$ cat src/hw/rtl/crrf_pkg.sv
// ----------------------------------------------------------------------------
// crrf_pkg
// Shared types and constants of the rounded rectangle fill engine.
// ----------------------------------------------------------------------------
`default_nettype none

package crrf_pkg;

	localparam int COORD_BITS_DEF = 14;
	localparam int ADDR_BITS_DEF  = 48;

	localparam int FB_ADDR_W = 48;
	localparam int PITCH_W   = 16;
	localparam int DIM_W     = 13;
	localparam int RAD_W     = 12;
	localparam int COLOR_W   = 32;
	localparam int CNT_W     = 13;

	localparam int PADDR_W   = 6;
	localparam int PDATA_W   = 64;
	localparam int REG_IDX_W = 3;

	localparam logic [REG_IDX_W-1:0] REG_PRESENT = 3'd0;
	localparam logic [REG_IDX_W-1:0] REG_BASE    = 3'd1;
	localparam logic [REG_IDX_W-1:0] REG_PITCH   = 3'd2;
	localparam logic [REG_IDX_W-1:0] REG_WIDTH   = 3'd3;
	localparam logic [REG_IDX_W-1:0] REG_HEIGHT  = 3'd4;

	localparam logic REQ_CMD  = 1'b0;
	localparam logic REQ_TICK = 1'b1;

	typedef enum logic [2:0] {
		PH_IDLE,
		PH_CENTER,
		PH_LEFT,
		PH_RIGHT,
		PH_CORNER
	} phase_t;

	typedef struct packed {
		logic                 present;
		logic [FB_ADDR_W-1:0] base;
		logic [PITCH_W-1:0]   pitch;
		logic [DIM_W-1:0]     width;
		logic [DIM_W-1:0]     height;
	} fb_cfg_t;

	typedef struct packed {
		logic               valid;
		logic               wr;
		logic [DIM_W-1:0]   x;
		logic [DIM_W-1:0]   y;
		logic [COLOR_W-1:0] color;
		logic               last;
	} walk_res_t;

endpackage

`default_nettype wire

$ cat src/hw/rtl/clipped_rounded_rect_fill.sv
// ----------------------------------------------------------------------------
// clipped_rounded_rect_fill
// Rounded rectangle fill engine for a 32-bit linear framebuffer.
// ----------------------------------------------------------------------------
// A fill command (req_type 0) latches a rectangle and produces no result;
// every tick (req_type 1) produces one candidate pixel write: first the
// clipped center, left and right strips in row-major order, then the four
// corner diamonds, with last on the final candidate. One request is taken
// per clock unless in_stall is high; its result passes through the request
// register, the walk register and the address register. A stall on the
// result side holds all three stages, so in_stall follows out_stall while
// a result is waiting. The address is base + y*pitch + 4*x, formed by a
// single 13x16 multiply and add in the last stage.
// ----------------------------------------------------------------------------
`default_nettype none

module clipped_rounded_rect_fill
	import crrf_pkg::*;
#(
	parameter int COORD_BITS = COORD_BITS_DEF,
	parameter int ADDR_BITS  = ADDR_BITS_DEF
) (
	input  wire logic                         clk,
	input  wire logic                         arst_n,
	input  wire logic                         psel,
	input  wire logic                         penable,
	input  wire logic                         pwrite,
	input  wire logic [PADDR_W-1:0]           paddr,
	input  wire logic [PDATA_W-1:0]           pwdata,
	output logic      [PDATA_W-1:0]           prdata,
	output logic                              pready,
	input  wire logic                         in_valid,
	output logic                              in_stall,
	input  wire logic                         req_type,
	input  wire logic signed [COORD_BITS-1:0] pos_x,
	input  wire logic signed [COORD_BITS-1:0] pos_y,
	input  wire logic [DIM_W-1:0]             rect_w,
	input  wire logic [DIM_W-1:0]             rect_h,
	input  wire logic [RAD_W-1:0]             radius,
	input  wire logic [COLOR_W-1:0]           fill_color,
	output logic                              out_valid,
	input  wire logic                         out_stall,
	output logic                              write_valid,
	output logic [DIM_W-1:0]                  pixel_x,
	output logic [DIM_W-1:0]                  pixel_y,
	output logic [ADDR_BITS-1:0]              pixel_addr,
	output logic [COLOR_W-1:0]                pixel_color,
	output logic                              last
);

	fb_cfg_t   cfg;
	walk_res_t res_s2;
	logic      en;

	assign in_stall = !en;

	crrf_regs u_regs (
		.clk    (clk),
		.arst_n (arst_n),
		.psel   (psel),
		.penable(penable),
		.pwrite (pwrite),
		.paddr  (paddr),
		.pwdata (pwdata),
		.prdata (prdata),
		.pready (pready),
		.cfg    (cfg)
	);

	crrf_walk #(
		.COORD_BITS(COORD_BITS)
	) u_walk (
		.clk       (clk),
		.arst_n    (arst_n),
		.en        (en),
		.cfg       (cfg),
		.in_valid  (in_valid),
		.req_type  (req_type),
		.pos_x     (pos_x),
		.pos_y     (pos_y),
		.rect_w    (rect_w),
		.rect_h    (rect_h),
		.radius    (radius),
		.fill_color(fill_color),
		.res_s2    (res_s2)
	);

	crrf_addr #(
		.ADDR_BITS(ADDR_BITS)
	) u_addr (
		.clk        (clk),
		.arst_n     (arst_n),
		.res_s2     (res_s2),
		.cfg        (cfg),
		.out_stall  (out_stall),
		.en         (en),
		.out_valid  (out_valid),
		.write_valid(write_valid),
		.pixel_x    (pixel_x),
		.pixel_y    (pixel_y),
		.pixel_addr (pixel_addr),
		.pixel_color(pixel_color),
		.last       (last)
	);

endmodule

`default_nettype wire

$ cat src/hw/rtl/crrf_regs.sv
// ----------------------------------------------------------------------------
// crrf_regs
// Framebuffer description registers behind an APB-style port.
// ----------------------------------------------------------------------------
`default_nettype none

module crrf_regs
	import crrf_pkg::*;
(
	input  wire logic               clk,
	input  wire logic               arst_n,
	input  wire logic               psel,
	input  wire logic               penable,
	input  wire logic               pwrite,
	input  wire logic [PADDR_W-1:0] paddr,
	input  wire logic [PDATA_W-1:0] pwdata,
	output logic      [PDATA_W-1:0] prdata,
	output logic                    pready,
	output fb_cfg_t                 cfg
);

	fb_cfg_t                cfg_q;
	logic [REG_IDX_W-1:0]   idx;
	logic                   wr_en;

	assign idx    = paddr[PADDR_W-1:PADDR_W-REG_IDX_W];
	assign wr_en  = psel && penable && pwrite;
	assign pready = 1'b1;
	assign cfg    = cfg_q;

	always_ff @(posedge clk or negedge arst_n) begin
		if (!arst_n) begin
			cfg_q <= '0;
		end else if (wr_en) begin
			case (idx)
				REG_PRESENT: cfg_q.present <= pwdata[0];
				REG_BASE:    cfg_q.base    <= pwdata[FB_ADDR_W-1:0];
				REG_PITCH:   cfg_q.pitch   <= pwdata[PITCH_W-1:0];
				REG_WIDTH:   cfg_q.width   <= pwdata[DIM_W-1:0];
				REG_HEIGHT:  cfg_q.height  <= pwdata[DIM_W-1:0];
				default: ;
			endcase
		end
	end

	always_comb begin
		case (idx)
			REG_PRESENT: prdata = PDATA_W'(cfg_q.present);
			REG_BASE:    prdata = PDATA_W'(cfg_q.base);
			REG_PITCH:   prdata = PDATA_W'(cfg_q.pitch);
			REG_WIDTH:   prdata = PDATA_W'(cfg_q.width);
			REG_HEIGHT:  prdata = PDATA_W'(cfg_q.height);
			default:     prdata = '0;
		endcase
	end

endmodule

`default_nettype wire

$ cat src/hw/rtl/crrf_clip.sv
// ----------------------------------------------------------------------------
// crrf_clip
// Clips one rectangle part against the framebuffer bounds.
// ----------------------------------------------------------------------------
`default_nettype none

module crrf_clip
	import crrf_pkg::*;
#(
	parameter int SW = 16
) (
	input  wire logic                  present,
	input  wire logic [DIM_W-1:0]      fb_w,
	input  wire logic [DIM_W-1:0]      fb_h,
	input  wire logic signed [SW-1:0]  x,
	input  wire logic signed [SW-1:0]  y,
	input  wire logic signed [SW-1:0]  w,
	input  wire logic signed [SW-1:0]  h,
	output logic                       ok,
	output logic signed [SW-1:0]       x0,
	output logic signed [SW-1:0]       y0,
	output logic signed [SW-1:0]       x1,
	output logic signed [SW-1:0]       y1
);

	logic signed [SW-1:0] fbw_s;
	logic signed [SW-1:0] fbh_s;
	logic signed [SW-1:0] xe;
	logic signed [SW-1:0] ye;

	assign fbw_s = signed'({{(SW-DIM_W){1'b0}}, fb_w});
	assign fbh_s = signed'({{(SW-DIM_W){1'b0}}, fb_h});
	assign xe    = x + w;
	assign ye    = y + h;

	assign x0 = (x < 0) ? '0 : x;
	assign y0 = (y < 0) ? '0 : y;
	assign x1 = (xe > fbw_s) ? fbw_s : xe;
	assign y1 = (ye > fbh_s) ? fbh_s : ye;
	assign ok = present && (x1 > x0) && (y1 > y0);

endmodule

`default_nettype wire

$ cat src/hw/rtl/crrf_walk.sv
// ----------------------------------------------------------------------------
// crrf_walk
// Request register, fill walk state and per-tick candidate pixel.
// ----------------------------------------------------------------------------
`default_nettype none

module crrf_walk
	import crrf_pkg::*;
#(
	parameter int COORD_BITS = COORD_BITS_DEF
) (
	input  wire logic                         clk,
	input  wire logic                         arst_n,
	input  wire logic                         en,
	input  wire fb_cfg_t                      cfg,
	input  wire logic                         in_valid,
	input  wire logic                         req_type,
	input  wire logic signed [COORD_BITS-1:0] pos_x,
	input  wire logic signed [COORD_BITS-1:0] pos_y,
	input  wire logic [DIM_W-1:0]             rect_w,
	input  wire logic [DIM_W-1:0]             rect_h,
	input  wire logic [RAD_W-1:0]             radius,
	input  wire logic [COLOR_W-1:0]           fill_color,
	output walk_res_t                         res_s2
);

	localparam int SW = ((COORD_BITS > DIM_W + 1) ? COORD_BITS : DIM_W + 1) + 2;

	logic                         valid_s1;
	logic                         req_s1;
	logic signed [COORD_BITS-1:0] x_s1;
	logic signed [COORD_BITS-1:0] y_s1;
	logic [DIM_W-1:0]             w_s1;
	logic [DIM_W-1:0]             h_s1;
	logic [RAD_W-1:0]             r_s1;
	logic [COLOR_W-1:0]           color_s1;

	phase_t                       phase_q;
	phase_t                       phase_n;
	logic signed [COORD_BITS-1:0] cmd_x_q;
	logic signed [COORD_BITS-1:0] cmd_y_q;
	logic [DIM_W-1:0]             cmd_w_q;
	logic [DIM_W-1:0]             cmd_h_q;
	logic [RAD_W-1:0]             cmd_r_q;
	logic [COLOR_W-1:0]           cmd_color_q;
	logic [CNT_W-1:0]             row_q;
	logic [CNT_W-1:0]             col_q;
	logic [1:0]                   sel_q;
	logic [CNT_W-1:0]             row_n;
	logic [CNT_W-1:0]             col_n;
	logic [1:0]                   sel_n;

	logic                         is_cmd;
	logic                         is_tick;
	logic [RAD_W-1:0]             r_a;
	logic [RAD_W-1:0]             r_b;
	logic signed [COORD_BITS-1:0] sx;
	logic signed [COORD_BITS-1:0] sy;
	logic signed [SW-1:0]         gx;
	logic signed [SW-1:0]         gy;
	logic signed [SW-1:0]         gw;
	logic signed [SW-1:0]         gh;
	logic signed [SW-1:0]         gr;

	logic signed [SW-1:0]         part_x [3];
	logic signed [SW-1:0]         part_y [3];
	logic signed [SW-1:0]         part_w [3];
	logic signed [SW-1:0]         part_h [3];
	logic [2:0]                   clip_ok;
	logic signed [SW-1:0]         cx0 [3];
	logic signed [SW-1:0]         cy0 [3];
	logic signed [SW-1:0]         cx1 [3];
	logic signed [SW-1:0]         cy1 [3];

	logic [2:0]                   phase_off;
	logic [1:0]                   cp;
	logic [1:0]                   start_idx;
	logic [1:0]                   pick;
	logic                         found;
	logic                         do_enter;

	logic signed [SW-1:0]         col_s;
	logic signed [SW-1:0]         row_s;
	logic signed [SW-1:0]         col_inc;
	logic signed [SW-1:0]         row_inc;
	logic                         rect_hit;
	logic                         rect_wrap;
	logic signed [SW-1:0]         rect_col;
	logic signed [SW-1:0]         rect_row;
	logic                         rect_end;

	logic signed [SW-1:0]         dy;
	logic signed [SW-1:0]         ady;
	logic signed [SW-1:0]         span;
	logic signed [SW-1:0]         dx;
	logic signed [SW-1:0]         bx;
	logic signed [SW-1:0]         by;
	logic signed [SW-1:0]         cpx;
	logic signed [SW-1:0]         cpy;
	logic signed [SW-1:0]         fbw_s;
	logic signed [SW-1:0]         fbh_s;
	logic                         corner_hit;
	logic                         col_end;
	logic                         row_end;

	walk_res_t                    res_n;

	always_ff @(posedge clk or negedge arst_n) begin
		if (!arst_n) begin
			valid_s1 <= 1'b0;
		end else if (en) begin
			valid_s1 <= in_valid;
		end
	end

	always_ff @(posedge clk) begin
		if (en) begin
			req_s1   <= req_type;
			x_s1     <= pos_x;
			y_s1     <= pos_y;
			w_s1     <= rect_w;
			h_s1     <= rect_h;
			r_s1     <= radius;
			color_s1 <= fill_color;
		end
	end

	assign is_cmd  = valid_s1 && (req_s1 == REQ_CMD);
	assign is_tick = valid_s1 && (req_s1 == REQ_TICK);

	assign r_a = ({1'b0, r_s1} << 1 > {1'b0, w_s1}) ? w_s1[DIM_W-1:1] : r_s1;
	assign r_b = ({1'b0, r_a} << 1 > {1'b0, h_s1}) ? h_s1[DIM_W-1:1] : r_a;

	assign sx = is_cmd ? x_s1 : cmd_x_q;
	assign sy = is_cmd ? y_s1 : cmd_y_q;
	assign gx = {{(SW-COORD_BITS){sx[COORD_BITS-1]}}, sx};
	assign gy = {{(SW-COORD_BITS){sy[COORD_BITS-1]}}, sy};
	assign gw = signed'({{(SW-DIM_W){1'b0}}, (is_cmd ? w_s1 : cmd_w_q)});
	assign gh = signed'({{(SW-DIM_W){1'b0}}, (is_cmd ? h_s1 : cmd_h_q)});
	assign gr = signed'({{(SW-RAD_W){1'b0}}, (is_cmd ? r_b : cmd_r_q)});

	assign part_x[0] = gx + gr;
	assign part_y[0] = gy;
	assign part_w[0] = gw - gr - gr;
	assign part_h[0] = gh;
	assign part_x[1] = gx;
	assign part_y[1] = gy + gr;
	assign part_w[1] = gr;
	assign part_h[1] = gh - gr - gr;
	assign part_x[2] = gx + gw - gr;
	assign part_y[2] = gy + gr;
	assign part_w[2] = gr;
	assign part_h[2] = gh - gr - gr;

	for (genvar i = 0; i < 3; i++) begin : g_clip
		crrf_clip #(
			.SW(SW)
		) u_clip (
			.present(cfg.present),
			.fb_w   (cfg.width),
			.fb_h   (cfg.height),
			.x      (part_x[i]),
			.y      (part_y[i]),
			.w      (part_w[i]),
			.h      (part_h[i]),
			.ok     (clip_ok[i]),
			.x0     (cx0[i]),
			.y0     (cy0[i]),
			.x1     (cx1[i]),
			.y1     (cy1[i])
		);
	end

	assign phase_off = phase_q - PH_CENTER;
	assign cp        = phase_off[1:0];
	assign start_idx = is_cmd ? 2'd0 : cp + 2'd1;

	always_comb begin
		pick  = 2'd0;
		found = 1'b0;
		for (int i = 2; i >= 0; i--) begin
			if ((2'(i) >= start_idx) && clip_ok[i]) begin
				pick  = 2'(i);
				found = 1'b1;
			end
		end
	end

	assign fbw_s = signed'({{(SW-DIM_W){1'b0}}, cfg.width});
	assign fbh_s = signed'({{(SW-DIM_W){1'b0}}, cfg.height});

	assign col_s    = signed'({{(SW-CNT_W){1'b0}}, col_q});
	assign row_s    = signed'({{(SW-CNT_W){1'b0}}, row_q});
	assign col_inc  = col_s + SW'(1);
	assign row_inc  = row_s + SW'(1);
	assign rect_hit = cfg.present && (col_q < cfg.width) && (row_q < cfg.height);
	assign rect_wrap = col_inc >= cx1[cp];
	assign rect_col = rect_wrap ? cx0[cp] : col_inc;
	assign rect_row = rect_wrap ? row_inc : row_s;
	assign rect_end = rect_row >= cy1[cp];

	assign dy   = row_s - gr;
	assign ady  = (dy < 0) ? -dy : dy;
	assign span = gr - ady;
	assign dx   = col_s - span;
	assign bx   = sel_q[0] ? gx + gw - gr - SW'(1) : gx + gr;
	assign by   = sel_q[1] ? gy + gh - gr - SW'(1) : gy + gr;
	assign cpx  = bx + dx;
	assign cpy  = by + dy;
	assign corner_hit = cfg.present && (cpx >= 0) && (cpy >= 0) &&
		(cpx < fbw_s) && (cpy < fbh_s);
	assign col_end = col_inc > span + span;
	assign row_end = row_inc > gr + gr;

	always_comb begin
		phase_n   = phase_q;
		row_n     = row_q;
		col_n     = col_q;
		sel_n     = sel_q;
		do_enter  = 1'b0;
		res_n     = '0;
		res_n.valid = is_tick;
		if (is_cmd) begin
			do_enter = 1'b1;
		end else if (is_tick) begin
			case (phase_q)
				PH_CENTER, PH_LEFT, PH_RIGHT: begin
					if (rect_hit) begin
						res_n.wr    = 1'b1;
						res_n.x     = col_q;
						res_n.y     = row_q;
						res_n.color = cmd_color_q;
					end
					if (!clip_ok[cp] || rect_end) begin
						do_enter = 1'b1;
					end else begin
						col_n = rect_col[CNT_W-1:0];
						row_n = rect_row[CNT_W-1:0];
					end
				end
				PH_CORNER: begin
					if (corner_hit) begin
						res_n.wr    = 1'b1;
						res_n.x     = cpx[DIM_W-1:0];
						res_n.y     = cpy[DIM_W-1:0];
						res_n.color = cmd_color_q;
					end
					sel_n = sel_q + 2'd1;
					if (sel_q == 2'd3) begin
						if (col_end) begin
							col_n = '0;
							if (row_end) begin
								row_n      = '0;
								phase_n    = PH_IDLE;
								res_n.last = 1'b1;
							end else begin
								row_n = row_inc[CNT_W-1:0];
							end
						end else begin
							col_n = col_inc[CNT_W-1:0];
						end
					end
				end
				default: ;
			endcase
		end
		if (do_enter) begin
			if (found) begin
				case (pick)
					2'd0:    phase_n = PH_CENTER;
					2'd1:    phase_n = PH_LEFT;
					default: phase_n = PH_RIGHT;
				endcase
				col_n = cx0[pick][CNT_W-1:0];
				row_n = cy0[pick][CNT_W-1:0];
			end else begin
				phase_n = PH_CORNER;
				col_n   = '0;
				row_n   = '0;
				sel_n   = 2'd0;
			end
		end
	end

	always_ff @(posedge clk or negedge arst_n) begin
		if (!arst_n) begin
			phase_q     <= PH_IDLE;
			cmd_x_q     <= '0;
			cmd_y_q     <= '0;
			cmd_w_q     <= '0;
			cmd_h_q     <= '0;
			cmd_r_q     <= '0;
			cmd_color_q <= '0;
			row_q       <= '0;
			col_q       <= '0;
			sel_q       <= '0;
			res_s2      <= '0;
		end else if (en) begin
			phase_q <= phase_n;
			row_q   <= row_n;
			col_q   <= col_n;
			sel_q   <= sel_n;
			res_s2  <= res_n;
			if (is_cmd) begin
				cmd_x_q     <= x_s1;
				cmd_y_q     <= y_s1;
				cmd_w_q     <= w_s1;
				cmd_h_q     <= h_s1;
				cmd_r_q     <= r_b;
				cmd_color_q <= color_s1;
			end
		end
	end

endmodule

`default_nettype wire

$ cat src/hw/rtl/crrf_addr.sv
// ----------------------------------------------------------------------------
// crrf_addr
// Pixel address generation and the result register.
// ----------------------------------------------------------------------------
`default_nettype none

module crrf_addr
	import crrf_pkg::*;
#(
	parameter int ADDR_BITS = ADDR_BITS_DEF
) (
	input  wire logic                 clk,
	input  wire logic                 arst_n,
	input  wire walk_res_t            res_s2,
	input  wire fb_cfg_t              cfg,
	input  wire logic                 out_stall,
	output logic                      en,
	output logic                      out_valid,
	output logic                      write_valid,
	output logic [DIM_W-1:0]          pixel_x,
	output logic [DIM_W-1:0]          pixel_y,
	output logic [ADDR_BITS-1:0]      pixel_addr,
	output logic [COLOR_W-1:0]        pixel_color,
	output logic                      last
);

	localparam int AW = (ADDR_BITS > FB_ADDR_W) ? ADDR_BITS : FB_ADDR_W;

	logic [DIM_W+PITCH_W-1:0] row_off;
	logic [AW-1:0]            sum;
	logic [AW-1:0]            masked;
	logic                     out_valid_q;

	assign en      = !out_valid_q || !out_stall;
	assign row_off = res_s2.y * cfg.pitch;
	assign sum     = AW'(cfg.base) + AW'(row_off) + AW'({res_s2.x, 2'b00});
	assign masked  = sum & AW'({FB_ADDR_W{1'b1}});

	always_ff @(posedge clk or negedge arst_n) begin
		if (!arst_n) begin
			out_valid_q <= 1'b0;
		end else if (en) begin
			out_valid_q <= res_s2.valid;
		end
	end

	always_ff @(posedge clk) begin
		if (en) begin
			write_valid <= res_s2.wr;
			pixel_x     <= res_s2.x;
			pixel_y     <= res_s2.y;
			pixel_addr  <= res_s2.wr ? masked[ADDR_BITS-1:0] : '0;
			pixel_color <= res_s2.color;
			last        <= res_s2.last;
		end
	end

	assign out_valid = out_valid_q;

endmodule

`default_nettype wire

$ cat config.mk
export PLATFORM = sky130hd
export DESIGN_NAME = clipped_rounded_rect_fill
export DESIGN_NICKNAME = d
export VERILOG_FILES = /design/src/hw/rtl/crrf_pkg.sv /design/src/hw/rtl/clipped_rounded_rect_fill.sv /design/src/hw/rtl/crrf_regs.sv /design/src/hw/rtl/crrf_clip.sv /design/src/hw/rtl/crrf_walk.sv /design/src/hw/rtl/crrf_addr.sv
export SDC_FILE = /design/constraint.sdc
export NUM_CORES = 2
export LEC_CHECK = 0
export ABC_AREA = 1
export BUFFER_PORTS_ARGS = -buffer_cell sky130_fd_sc_hd__buf_2
export CAP_MARGIN = 20
export CORE_MARGIN = 2
export CORE_UTILIZATION = 38
export DETAILED_ROUTE_END_ITERATION = 8
export GPL_ROUTABILITY_DRIVEN = 0
export SYNTH_ARGS = -nofsm -noshare
export SYNTH_HDL_FRONTEND = slang
export SYNTH_HIERARCHICAL = 1
export SYNTH_SLANG_ARGS = --single-unit
$ cat constraint.sdc
create_clock -name clk -period 18.5 [get_ports clk]
set_input_delay 0 -clock clk [delete_from_list [all_inputs] [get_ports clk]]
set_output_delay 0 -clock clk [all_outputs]
set_load 0.03 [all_outputs]
# Word-level counts from Yosys, hierarchy flattened
# Cells that the tools add are included.
# totals
ff_bits	490
latchBits	0
ramBits	0
mem_bits_ro	0
input_bits	176
output_inout_bits	175
elab_cells	252
mem_count	0
# op_classes
addsub	30
mul	1
n_div	0
n_lt_le_gt_ge	34
eq_ne	14
shifts	0
n_mux	91
n_bitwise	3
n_reduce_logical	43
# ops
cell	n
$mux 13	24
$mux 16	18
$pmux 48 s5	1
$bmux 16 s2	5
$mux 60	2
$mux 59	2
$pmux 59 s2	1
$gt 16x16->1	6
$gt 16x14->1	4
$pmux 13 s2	2
$add 48x15->48	1
$add 48x29->48	1
$sub 16x13->16	3
$lt 14x1->1 const B	3
$sub 13x12->14	3
$mux 12	3
$add 15x16->16	2
$add 16x16->16	2
$ge 16x1->1 const B	2
$lt 16x14->1	2
$sub 16x2->16 const B	2
$add 14x13->15	2
$add 14x14->15	2
$lt 15x1->1 const B	2
49 further kinds	121

# Longest topological paths before layout
# logic_depth
depth_word	23
depth_mapped	98
mapped_depth_nobuf	93

# Cells and area by module
# The synthesis kept the hierarchy.
# modules_own_cells
mod	instances	cells_per_inst	area_per_inst_um2	seq_area_each_um2
crrf_walk	1	3711	27069.7	7752.4
crrf_addr	1	1659	13548.0	3268.1
crrf_regs	1	549	4385.5	2277.2
crrf_clip (u_walk.g_clip[2].u_clip)	1	668	3766.1	0.0
crrf_clip (u_walk.g_clip[0].u_clip)	1	631	3656.0	0.0
crrf_clip (u_walk.g_clip[1].u_clip)	1	629	3654.8	0.0
clipped_rounded_rect_fill	1	1	3.8	0.0

# Worst setup path before layout
# OpenSTA, ideal clock, no wires.
# synth_timing
path_kind	reg2reg
startpoint	register u_walk.r_s1[1]
endpoint	register u_walk.sel_q[1]
setup_ps	194
t_arrival_ps	11479
required_time_ps	18306
setup_slack_ps	6827
stages_incl_launch_ff	85
path_buffers	5
synth_period_minus_slack_ps	11673
path_cell_list	edfxtp_1 ha_1 nand2_1 nor4b_1 nand2_1 o21ai_0 clkbuf_1 o21ai_0 ha_1 nand2_1 inv_1 o21ai_0 nand2_1 nand2_1 o211a_1 inv_1 o41ai_1 clkbuf_1 [... 49 more ...] nor2_1 nor2_1 nand3_1 buf_2 o21ai_0 ha_1 a21oi_1 nor2_1 a211oi_1 o32ai_1 nor3_1 nand3_1 nand2_1 nand2_1 nand2_1 buf_2 nor2_1 o32ai_1
# synth_lines
item	line	rtl
start, declared	crrf_walk.sv:35	logic [RAD_W-1:0] r_s1;
start signal, assigned	crrf_walk.sv:123	r_s1 <= radius;
end signal, assigned	crrf_walk.sv:302	sel_q <= sel_n;
end, declared	crrf_walk.sv:48	logic [1:0] sel_q;

==> flow_metrics.tcl <==
set metrics [dict create \
    status "finished with violations" \
    violations "DRC" \
    placed_cell_area_mm2 0.0595 \
    grt_usage 0.248 \
    rsz0062_at_grt "false" \
    setup_viol 0 \
    numCtsBuffers 55 \
    use_met3 0.0344 \
    clockRootBuffer "clkbuf_16" \
    maxCapViolations 0 \
    critPathLaunch "u_walk/r_s1[1]" \
    first_pass_iters 9 \
    slew_headroom 0.279 \
    r2r_start "u_walk/r_s1[1]" \
    crit_path_end_kind "flop" \
    tns_ns 0 \
    cts_htree_levels 2 \
    path_common_cell "nand2_1" \
    fin_crit_sh 0.831 \
    core_mm2 0.146 \
    ys_warn_count 6 \
    drc 7 \
    final_max_slew_viol_count 0 \
    r2r_end "u_walk/row_q[2]" \
    final_common_cell "nand2_1" \
    hold_viol 0 \
    dp_hpwl_um 151000 \
    grt_pass1_wl_um 292000 \
    die_h_um 388 \
    syn2layout_area_growth_pct 12.4 \
    crit_path_top_delay_cell "nand3_1" \
    die_w_um 388 \
    grt_overflow 0 \
    cts_tree "done" \
    cp.required_ns 19.04 \
    cp_max_fo 22 \
    synth_area_mm2 0.0560 \
    syn_avg_cell_area_um2 7.15 \
    fmax_mhz 65.0 \
    num_io_pins 351 \
    final_cell_mix "nand2_1, inv_1, ha_1, a21oi_1, nor2_1" \
    critPathKind "flop to flop" \
    antenna_left 0 \
    placementRows 140 \
    portBuffers 314 \
    fin_area_mm2 0.0629 \
    hold_path_class "primary input to asynchronous set/reset pin" \
    clk_pin_slew_ns 0.06 \
    clock_sinks 490 \
    busiest_layer "met2" \
    viasPerCell 5.18 \
    use_met2 0.410 \
    final_core_util 0.431 \
    fin_crit_ns 15.37 \
    r2r_cells 85 \
    start_kind "flop" \
    dieArea_mm2 0.150 \
    crit_arrival_ns 15.91 \
    tightestPinTransition_ns 1.07 \
    grt_util_met1 0.325 \
    post_cts_resize_count 0 \
    slowest_delay_ns 0.51 \
    endpoint "u_walk/row_q[2]" \
    drt_iter0_drc 4494 \
    fin_nets 9294 \
    drive_gt1_frac 0.0949 \
    grt_pass1_vias 51000 \
    vias 52800 \
    reg2reg_slack_ns 3.13 \
    antenna_found_initial 2 \
    worstSkewPairLatency_ns 0.67 \
    clk_path_buf_depth 3 \
    skew_ns 0.0409 \
    wire_per_inst_um 18.7 \
    synthCells 7827 \
    postCtsSetupBuffers 0 \
    drt-total-wl_um 191000 \
    grt_max_degree 128 \
    initial_core_util 0.384 \
]
[cell type report]
type,count,area (µm²)
inverters,1358,5110
well taps,1917,2400
flip-flops and latches,490,13300
clock inverters,32,359
multi-input cells,5764,36500
fillers,14900,83000
clock buffers,72,1510
repair buffers,553,3800
diodes,1,2.50
[state kept, by name, indices dropped and copies added, names as in the netlist, 14 cells and up]
name                count
u_addr/pixel_color     32
u_walk/res_s2          61
u_walk/x_s1            14
u_walk/cmd_color_q     32
u_addr/pixel_addr      48
u_walk/y_s1            14
u_walk/cmd_x_q         14
u_walk/color_s1        32
u_regs/cfg             91
u_walk/cmd_y_q         14
[per-stage QoR]
step | cells | setup slack [ns] | hold WS (ns)
2_1_floorplan | 7852 | 6.83 | -0.296
3_3_place_gp | 9930 | 3.05 | 0.147
3_5_place_dp | 9930 | 3.09 | 0.157
4_1_cts | 10200 | 3.06 | 0.00835
5_1_grt | 10200 | 1.90 | 0.0389
6_report | 10200 | 3.13 | 0.00903
[critical path, delay by kind of cell, from the launching register on]
family,cells,cell delay [ns]
AO/OA/AOI/OAI,23,4.44
XOR/XNOR,2,0.34
AND/OR/NAND/NOR,39,4.99
adder cells (fa/ha/maj),8,2.66
flip-flops,1,0.42
buffers and inverters,13,2.32
[layer usage]
metal	routed length, µm	vias up	part of all wire
met2	86900	2010	0.46
li1	-	25800	-
met3	14100	368	0.074
met1	81100	24600	0.43
met5	13	-	0.000068
met4	8720	2	0.046
[worst min path at each step]
| stage | endpoint | slack (ns) | depth (start not counted) |
|---|---|---|---|
| after floorplan | u_addr/out_valid | -0.30 | 0 |
| after global placement | u_walk/res_s2[60] | 0.15 | 1 |
| after detailed placement | u_walk/res_s2[60] | 0.16 | 1 |
| after CTS | u_walk/color_s1[25] | 0.008 | 2 |
| after global routing | u_walk/x_s1[11] | 0.04 | 2 |
| final | u_walk/cmd_color_q[7] | 0.009 | 2 |
[timing repair]
action	CTS	global route
endpoints found under the hold margin	355	0
endpoints found under the setup margin	0	0
hold buffers	150	0
Power is not shown: default switching activity piles up to over one toggle a cycle in this logic, so the estimate is an artifact.
